File: src/hdl/complex_arithmetic_unit_macros.svh
// assertion macros for the complex arithmetic unit
// expects signals named clk and rst_n in the module that uses them
`ifndef COMPLEX_ARITHMETIC_UNIT_MACROS_SVH
`define COMPLEX_ARITHMETIC_UNIT_MACROS_SVH

// consequent must hold in the same cycle
`define CAU_ASSERT_SAME(label, ante, cons, msg) \
    label: assert property (@(posedge clk) disable iff (!rst_n) (ante) |-> (cons)) \
        else $error(msg);

// consequent must hold in the following cycle
`define CAU_ASSERT_NEXT(label, ante, cons, msg) \
    label: assert property (@(posedge clk) disable iff (!rst_n) (ante) |=> (cons)) \
        else $error(msg);

`endif

File: src/hdl/cau_pkg.sv
// shared operation codes and pipeline control type for the complex arithmetic unit
// no dependencies
package cau_pkg;

    // operation codes
    localparam logic [3:0] KIND_ADD   = 4'd0;
    localparam logic [3:0] KIND_SUB   = 4'd1;
    localparam logic [3:0] KIND_MUL   = 4'd2;
    localparam logic [3:0] KIND_DIV   = 4'd3;
    localparam logic [3:0] KIND_CONJ  = 4'd4;
    localparam logic [3:0] KIND_NEG   = 4'd5;
    localparam logic [3:0] KIND_NORM  = 4'd6;
    localparam logic [3:0] KIND_MAG   = 4'd7;
    localparam logic [3:0] KIND_EQUAL = 4'd8;

    // control bits that travel with each item down the pipeline
    typedef struct packed {
        logic       valid;
        logic [3:0] kind;
        logic       eq;
        logic       ov;
        logic       dz;
        logic       neg_re;
        logic       neg_im;
        logic       big_re;
        logic       big_im;
    } cau_ctrl_t;

endpackage

File: src/hdl/cau_iter_stage.sv
// one registered step of the quotient and square root arrays
// depends on cau_pkg
module cau_iter_stage #(
    parameter int W   = 32,
    parameter int NW  = 98,
    parameter int RW  = 66,
    parameter int BIT = 32
) (
    input  logic                clk,
    input  logic                rst_n,
    input  logic                en,
    input  cau_pkg::cau_ctrl_t  src_ctrl,
    input  logic [NW-1:0]       src_rem_re,
    input  logic [NW-1:0]       src_rem_im,
    input  logic [W:0]          src_q_re,
    input  logic [W:0]          src_q_im,
    input  logic [2*W-1:0]      src_den,
    input  logic [RW-1:0]       src_srem,
    input  logic [W-1:0]        src_root,
    input  logic [W-1:0]        src_ere,
    input  logic [W-1:0]        src_eim,
    output cau_pkg::cau_ctrl_t  dst_ctrl,
    output logic [NW-1:0]       dst_rem_re,
    output logic [NW-1:0]       dst_rem_im,
    output logic [W:0]          dst_q_re,
    output logic [W:0]          dst_q_im,
    output logic [2*W-1:0]      dst_den,
    output logic [RW-1:0]       dst_srem,
    output logic [W-1:0]        dst_root,
    output logic [W-1:0]        dst_ere,
    output logic [W-1:0]        dst_eim
);

    cau_pkg::cau_ctrl_t ctrl_reg;
    logic [NW-1:0]  rem_re_reg, rem_re_next;
    logic [NW-1:0]  rem_im_reg, rem_im_next;
    logic [W:0]     q_re_reg, q_re_next;
    logic [W:0]     q_im_reg, q_im_next;
    logic [2*W-1:0] den_reg;
    logic [RW-1:0]  srem_reg, srem_next;
    logic [W-1:0]   root_reg, root_next;
    logic [W-1:0]   ere_reg;
    logic [W-1:0]   eim_reg;
    logic [NW-1:0]  dsh;
    logic           take_re;
    logic           take_im;

    // restoring division, one quotient bit for each part
    always_comb
    begin
        dsh         = NW'(src_den) << BIT;
        take_re     = src_rem_re >= dsh;
        take_im     = src_rem_im >= dsh;
        rem_re_next = take_re ? src_rem_re - dsh : src_rem_re;
        rem_im_next = take_im ? src_rem_im - dsh : src_rem_im;
        q_re_next   = src_q_re;
        q_im_next   = src_q_im;
        q_re_next[BIT] = take_re;
        q_im_next[BIT] = take_im;
    end

    // one root bit per stage, the last stage only passes the root on
    generate
        if (BIT >= 1) begin : g_root
            localparam int SB = BIT - 1;
            logic [RW-1:0] trial;
            logic          take_sq;
            always_comb
            begin
                trial     = (RW'(src_root) << (SB + 1)) + (RW'(1) << (2 * SB));
                take_sq   = src_srem >= trial;
                srem_next = take_sq ? src_srem - trial : src_srem;
                root_next = src_root;
                root_next[SB] = take_sq;
            end
        end else begin : g_pass
            always_comb
            begin
                srem_next = src_srem;
                root_next = src_root;
            end
        end
    endgenerate

    // control register
    always_ff @(posedge clk or negedge rst_n)
    begin
        if (!rst_n)
        begin
            ctrl_reg <= '0;
        end
        else if (en)
        begin
            ctrl_reg <= src_ctrl;
        end
    end

    // payload registers
    always_ff @(posedge clk)
    begin
        if (en)
        begin
            rem_re_reg <= rem_re_next;
            rem_im_reg <= rem_im_next;
            q_re_reg   <= q_re_next;
            q_im_reg   <= q_im_next;
            den_reg    <= src_den;
            srem_reg   <= srem_next;
            root_reg   <= root_next;
            ere_reg    <= src_ere;
            eim_reg    <= src_eim;
        end
    end

    assign dst_ctrl   = ctrl_reg;
    assign dst_rem_re = rem_re_reg;
    assign dst_rem_im = rem_im_reg;
    assign dst_q_re   = q_re_reg;
    assign dst_q_im   = q_im_reg;
    assign dst_den    = den_reg;
    assign dst_srem   = srem_reg;
    assign dst_root   = root_reg;
    assign dst_ere    = ere_reg;
    assign dst_eim    = eim_reg;

endmodule

File: config.mk
export PLATFORM = sky130hd
export DESIGN_NAME = cau_iter_stage
export DESIGN_NICKNAME = d
export VERILOG_FILES = /design/src/hdl/complex_arithmetic_unit_macros.svh /design/src/hdl/cau_pkg.sv /design/src/hdl/cau_iter_stage.sv
export SDC_FILE = /design/constraint.sdc
export NUM_CORES = 1
export LEC_CHECK = 0
export BUFFER_PORTS_ARGS = -buffer_cell sky130_fd_sc_hd__buf_4
export CAP_MARGIN = 0
export CELL_PAD_IN_SITES_DETAIL_PLACEMENT = 0
export CELL_PAD_IN_SITES_GLOBAL_PLACEMENT = 1
export CORE_AREA = 2 2 391 393
export CTS_CLUSTER_SIZE = 40
export DETAILED_ROUTE_END_ITERATION = 6
export DIE_AREA = 0 0 393 395
export PLACE_DENSITY_LB_ADDON = 0.08
export SETUP_SLACK_MARGIN = 0.5
export SLEW_MARGIN = 10
export SYNTH_ARGS = -nofsm -noshare
export SYNTH_HDL_FRONTEND = slang
export SYNTH_SLANG_ARGS = --single-unit
File: constraint.sdc
create_clock -name clk -period 0.8 [get_ports clk]
set_input_delay 0.08 -clock clk [delete_from_list [all_inputs] [get_ports clk]]
set_output_delay 0.08 -clock clk [all_outputs]
set_load 0.02 [all_outputs]
==> summary.txt, run 1 <==
Worst setup path
  – Slack of the worst reg-to-reg path: 0 ns
  – Worst R2R Start: dst_ctrl[0]$_DFFE_PN0P_
  – Critical path launch point type: input port
  – CP arrival: 3.39 ns
  – CP endpoint kind: flop
  – R2r endpoint: dst_ctrl[0]$_DFFE_PN0P_
  – Crit Path Max Fanout: 12
  – Worst EP required: 1.18 ns
  – Crit Path Class: in -> reg
  – Cells on worst reg2reg path: 1
  – Critical path startpoint: src_rem_im[32]

Power and ir drop
  – PD cells: 1870 nW/um2
  – Max IR drop VDD: 1.266 mV
  – Pleak: 23.67 nW

Synth
  – Cell accounting for the most synthesized area: edfxtp_1
  – Predominant post-synthesis flop cell: edfxtp_1
  – Synth top area cells: edfxtp_1, ha_1, a21oi_1
  – Largest family of logic cells by synthesized area: compound AO/OA/AOI/OAI gates
  – Cells after synthesis: 2410
  – Post-Syn Area per Cell: 11.15 um2
  – Synth Area in Adders: 0.07766
  – Synthesized Nets: 3078
  – Post-synthesis simple-gate area fraction: 0.1110
  – EDFF count, synth: 488
  – Library cells used by synthesis: 79
  – Multiplexer share of the synthesized area: 0.009079
  – Synth top area share: 0.5453
  – Sequential share of the synthesized area: 0.5565
  – Compound-gate portion of the synthesized area: 0.1653
  – Count of state elements after synthesis: 500
  – Cell area after synthesis: 26870 um2
  – Xor and xnor area share after synthesis: 0.04856
  – YS warnings: 0
  – Asr flop ratio synth: 0.02400

CTS
  – Clk_lat worst skew: 0.65 ns
  – Clock Tree Buf Depth: 3
  – TritonCTS clock tree: done
  – H-tree depth: 3
  – Reg clk slew, reported paths: 0.06 ns
  – Clock Sinks: 500
  – Clk Tree Root Cell: clkbuf_16
  – Num CTS Buffers: 72

Timing
  – Slew margin rel.: 0.4787
  – Fin. max-slew vios: 0
  – Hold slack: -0.4034 ns
  – Period utilization: 3.759
  – Final setup fails: 670
  – RSZ-0062 raised after global routing: yes
  – Final Hold Vio Count: 281
  – Clock skew: 0 ns
  – Least-Margin Pin Slew: 0.7738 ns
  – Fmax: 332.6 MHz
  – Post-route setup TNS: -562.53 ns
  – Min cycle time layout: 3.007 ns
  – Final setup margin: -2.207 ns

Finish
  – Area Growth Syn to Fin: 101.7%
  – Number of nets in the layout: 5304
  – Share of layout cells above drive strength 1: 0.5226
  – Final core utilization: 0.3584

Floorplan
  – Die Width: 393 um
  – Core box area: 151200 um2
  – Chip height: 395 um
  – Ports: 1003
  – Starting density of the core: 0.1777
  – DIE AREA: 155200 um2
  – Std-Cell Rows: 143

GRT
  – Vias in the first global route: 28740
  – Initial antenna violation count: 38
  – Global Route Usage Sum: 0.1856
  – Pin count of the biggest net entering global routing: 34
  – Global-route wire length before repair: 205000 um
  – GR Overflow Total: 0

Routing
  – WL final: 152900 um
  – Via count: 27610
  – Vias per cell: 4.096
  – Drt pass-1 iters: 5
  – Routed WL per cell: 22.69 um
  – DRC Markers: 0
  – ANT nets after route: 0
  – First DRT Iteration DRCs: 971

Status
  – Failing checks: hold timing, setup timing
  – Status: finished with violations

Worst hold path
  – HP Class: in -> reg
  – Hold Path End: dst_root[0]$_DFFE_PP_
  – Min-delay src: src_root[0]
  – Min-Delay Path Depth: 1

Job
  – MaxCap Viol Count: 0

Placement
  – GPL Wtd Cong: 0.8295
  – Hpwl dp: 125500 um
  – IO Port Bufs: 1000
[state kept, by name, indices dropped and copies added, names as in the netlist]
register / cells
dst_rem_re: 98
dst_q_re: 33
dst_q_im: 33
dst_ctrl: 12
dst_ere: 32
dst_srem: 66
dst_den: 64
dst_root: 32
dst_rem_im: 98
dst_eim: 32
[stage by stage]
stage / worst slack [ns] / total power [mW] / instances / instance area, um2 / hold slack [ns]
after floorplan: -2.186 / 46.05 / 2410 / 27520 / -0.2156
after global placement: -3.211 / 63.64 / 6229 / 44000 / -0.06331
after detailed placement: -3.200 / 63.46 / 6229 / 44000 / -0.06523
after CTS: -2.254 / 99.50 / 6670 / 50370 / -0.4768
after global routing: -2.303 / 106.4 / 6737 / 54180 / -0.4538
final: -2.207 / 101.3 / 6741 / 54190 / -0.4034
[routing by layer]
layer / part of all wire / GRT usage / vias to the layer above
met5: 0.00028 / 0 / -
met4: 0.032 / 0.06746 / 8
li1: - / - / 13510
met3: 0.061 / 0.04617 / 203
met1: 0.37 / 0.1934 / 13160
met2: 0.54 / 0.3536 / 725
[logic make-up after synthesis]
logic type / count (synthesis)
AO/OA/AOI/OAI: 721
XOR/XNOR: 149
adder cells (fa/ha/maj): 165
buffers and inverters: 224
flip-flops: 500
multiplexers: 22
AND/OR/NAND/NOR: 629
[cells in the final DEF, fill, tap and decap left out, drive strengths merged, types with 19 or more instances in the layout]
cell type	count
buf	1944
edfxtp	488
dlygate4sd3	276
a21oi	243
nand2	232
o21ai	190
ha	162
nor2	141
inv	140
a21o	112
clkbuf	102
xnor2	81
xor2	68
nand4	43
nand3	35
clkinv	35
o21bai	33
nor3	31
nor4	29
nor2b	25
nand2b	20
mux2	19
[layout make-up]
type | instances | area [um2]
Tap cell | 2030 | 2540
Clock inverter | 46 | 494.2
Multi-Input combinational cell | 1686 | 13160
Antenna cell | 17 | 42.54
Timing Repair Buffer | 2236 | 20500
Sequential cell | 500 | 14970
Clock buffer | 86 | 1876
Inverter | 140 | 614.3
Fill cell | 15520 | 97000
[cells in the mapped netlist (28+ instances only)]
library cell and count:
nand4_1 43, clkbuf_1 68, nor4_1 29, o21ai_0 122, nor3_1 28, xor2_1 68
nand2_1 231, o21bai_1 33, a21oi_1 243, o21ai_1 68, inv_1 138, ha_1 162
nand3_1 35, xnor2_1 81, nor2_1 141, a21o_1 112, edfxtp_1 488
[how the worst max path moves through the flow]
stage	endpoint	slack [ns]	cells after the start
after floorplan	dst_rem_im[33]$_DFFE_PP_	-2.19	15
after global placement	dst_rem_im[90]$_DFFE_PP_	-3.21	19
after detailed placement	dst_rem_im[46]$_DFFE_PP_	-3.20	19
after CTS	dst_rem_im[54]$_DFFE_PP_	-2.25	19
after global routing	dst_rem_im[96]$_DFFE_PP_	-2.30	20
final	dst_rem_im[96]$_DFFE_PP_	-2.21	20
[worst max-delay path, cell delays in order]
cell,delay (ns)
buf_12,0.11
inv_12,0.04
ha_4,0.12
inv_2,0.04
fa_2,0.38
a21o_1,0.20
buf_6,0.12
a221o_1,0.39
a2111oi_4,0.45
nor3_4,0.11
nor3_2,0.14
buf_4,0.18
o31ai_4,0.10
a21oi_4,0.21
o41ai_4,0.09
nand2_4,0.13
buf_12,0.18
buf_4,0.14
nor3_2,0.04
xor2_1,0.14
[what timing repair did]
action | 4_1_cts | 5_1_grt
gates cloned | 6 | 18
resized for setup | 189 | 768
buffers inserted | 28 | 35
setup endpoints to repair | 1022 | 1190
hold buffers | 275 | 1
hold endpoints to repair | 562 | 288
pin swaps | 50 | 72
[report_power, final]
| part | internal [mW] | total [mW] | switching [mW] |
|---|---|---|---|
| registers | 32.4 | 33.8 | 1.40 |
| clock network | 18.9 | 32.6 | 13.7 |
| logic | 17.7 | 34.9 | 17.1 |
Note: power is estimated with default switching activity, not from simulation.
==> run 2: changes to the inputs <==
MAX_ROUTING_LAYER = met4   (was unset)
==> summary.txt, run 2 (same netlist as run 1, synthesis figures left out) <==
CTS
  – Clk Tree Root Cell: clkbuf_16
  – TritonCTS clock tree: done
  – Clock Sinks: 500
  – H-tree depth: 3
  – Reg clk slew, reported paths: 0.06 ns
  – Clock Tree Buf Depth: 3
  – Num CTS Buffers: 72
  – Clk_lat worst skew: 0.65 ns

Routing
  – ANT nets after route: 0
  – DRC Markers: 0
  – WL final: 152900 um
  – Vias per cell: 4.085
  – Drt pass-1 iters: 6
  – Routed WL per cell: 22.67 um
  – First DRT Iteration DRCs: 1044
  – Via count: 27550

Worst setup path
  – Slowest-stage cell, CP: a2111oi_4
  – Slowest cell delay on critical path: 0.49 ns
  – Critical path launch point type: input port
  – Cell family with most CP delay: compound AO/OA/AOI/OAI gates
  – Crit Path Max Fanout: 12
  – Worst EP required: 1.18 ns
  – CP endpoint kind: flop
  – Slack of the worst reg-to-reg path: 0 ns
  – CP arrival: 3.43 ns
  – Buf/Inv on CP: 7
  – Worst-path cell chain: buf_12 -> inv_12 -> ha_4 -> inv_2 -> fa_2 -> a21o_1 -> buf_6 -> a221o_1 -> a2111oi_4 -> nor3_4 -> nor3_2 -> buf_4 -> o31ai_4 -> a21oi_4 -> o41ai_4 -> nand2_4 -> buf_12 -> buf_4 -> nor3_2 -> xor2_1
  – Worst R2R Start: dst_ctrl[0]$_DFFE_PN0P_
  – Crit Path Class: in -> reg
  – Critical path startpoint: src_rem_im[32]

Finish
  – Multi-input logic area: 13160 um2
  – Area Growth Syn to Fin: 101.7%
  – Sequential cell area: 14970 um2
  – Share of layout cells above drive strength 1: 0.5227
  – Most frequent cells in the layout: buf_4, buf_6, edfxtp_1, dlygate4sd3_1, nand2_1
  – Fillers: 15520
  – Final cell count without fillers: 6744
  – Number of nets in the layout: 5303
  – Most common cell after layout, fill and taps aside: buf_4

Timing
  – Period utilization: 3.808
  – Fin. max-slew vios: 0
  – Fmax: 328.3 MHz
  – Least-Margin Pin Slew: 0.7919 ns
  – Clock skew: 0 ns
  – Slew margin rel.: 0.4665
  – Post-route setup TNS: -565.70 ns
  – Final Hold Vio Count: 281
  – Hold slack: -0.4016 ns
  – Final setup margin: -2.246 ns
  – Final setup fails: 669
  – RSZ-0062 raised after global routing: yes
  – Min cycle time layout: 3.046 ns

GRT
  – GR Overflow Total: 0
  – Global Route Usage Sum: 0.1911
  – Vias in the first global route: 28740
  – Initial antenna violation count: 38
  – Pin count of the biggest net entering global routing: 34
  – Global-route wire length before repair: 204800 um

Status
  – Failing checks: hold timing, setup timing
  – Status: finished with violations

Power and ir drop
  – PD cells: 1869 nW/um2
  – Max IR drop VDD: 1.265 mV
  – Total power: 101.3 mW
  – Pleak: 23.67 nW

Job
  – MaxCap Viol Count: 0

Placement
  – Hpwl dp: 125500 um
  – IO Port Bufs: 1000
  – Pre-CTS WS: -3.200 ns
  – GPL Wtd Cong: 0.8423
  – Cells after DPL: 6229

Floorplan
  – DIE AREA: 155200 um2
  – Ports: 1003
  – Starting density of the core: 0.1777
  – Std-Cell Rows: 143
  – Die Width: 393 um
  – Core box area: 151200 um2
  – Chip height: 395 um

Worst hold path
  – HP Class: in -> reg
  – Min-delay src: src_root[0]
[run 2: timing repair]
| item | 4_1_cts | 5_1_grt |
|---|---|---|
| hold buffers | 275 | 1 |
| resized for setup | 189 | 770 |
| endpoints found under the setup margin | 1022 | 1190 |
| buffers inserted | 28 | 34 |
| pin swaps | 50 | 73 |
| cloned | 6 | 18 |
| hold endpoints to repair | 562 | 288 |
[run 2: path summary, 6_finish.rpt]
check | depth (start not counted) | to
max in group asynchronous | 2 | dst_ctrl[9]$_DFFE_PN0P_
setup / recovery | 20 | dst_rem_im[96]$_DFFE_PP_
hold / removal | 1 | dst_root[0]$_DFFE_PP_
setup reg to reg | 1 | dst_ctrl[0]$_DFFE_PN0P_
min in group asynchronous | 2 | dst_ctrl[7]$_DFFE_PN0P_
hold reg to reg | 1 | dst_ctrl[3]$_DFFE_PN0P_
[run 2: power by group]
group / internal [mW] / total, mW / leakage, nW / switching (mW)
logic: 17.7 / 34.9 / 17.6 / 17.1
registers: 32.4 / 33.8 / 4.90 / 1.40
clock network: 18.9 / 32.6 / 1.14 / 13.7
total: 69.1 / 101 / 23.7 / 32.2
[run 2: through the flow]
step                utilization  cell area [um2]
CTS                      0.3332            50370
global route             0.3584            54190
floorplan                     -            27520
global placement         0.2910            44000
detailed placement       0.2910            44000
finish                   0.3585            54200
[run 2: metal layers]
layer  routed length, um  share of wire  track usage
met5                   0              0            -
met4                4438          0.029      0.06746
met3                8730          0.057      0.04328
met2               82500           0.54       0.3535
met1               57240           0.37       0.1954
[run 2: layout make-up]
type / count / area share
Timing Repair Buffer: 2235 / 0.3781
Sequential cell: 500 / 0.2762
Multi-Input combinational cell: 1686 / 0.2429
Tap cell: 2030 / 0.04686
Clock buffer: 86 / 0.03460
Inverter: 140 / 0.01133
Clock inverter: 46 / 0.009118
Antenna cell: 21 / 0.0009696
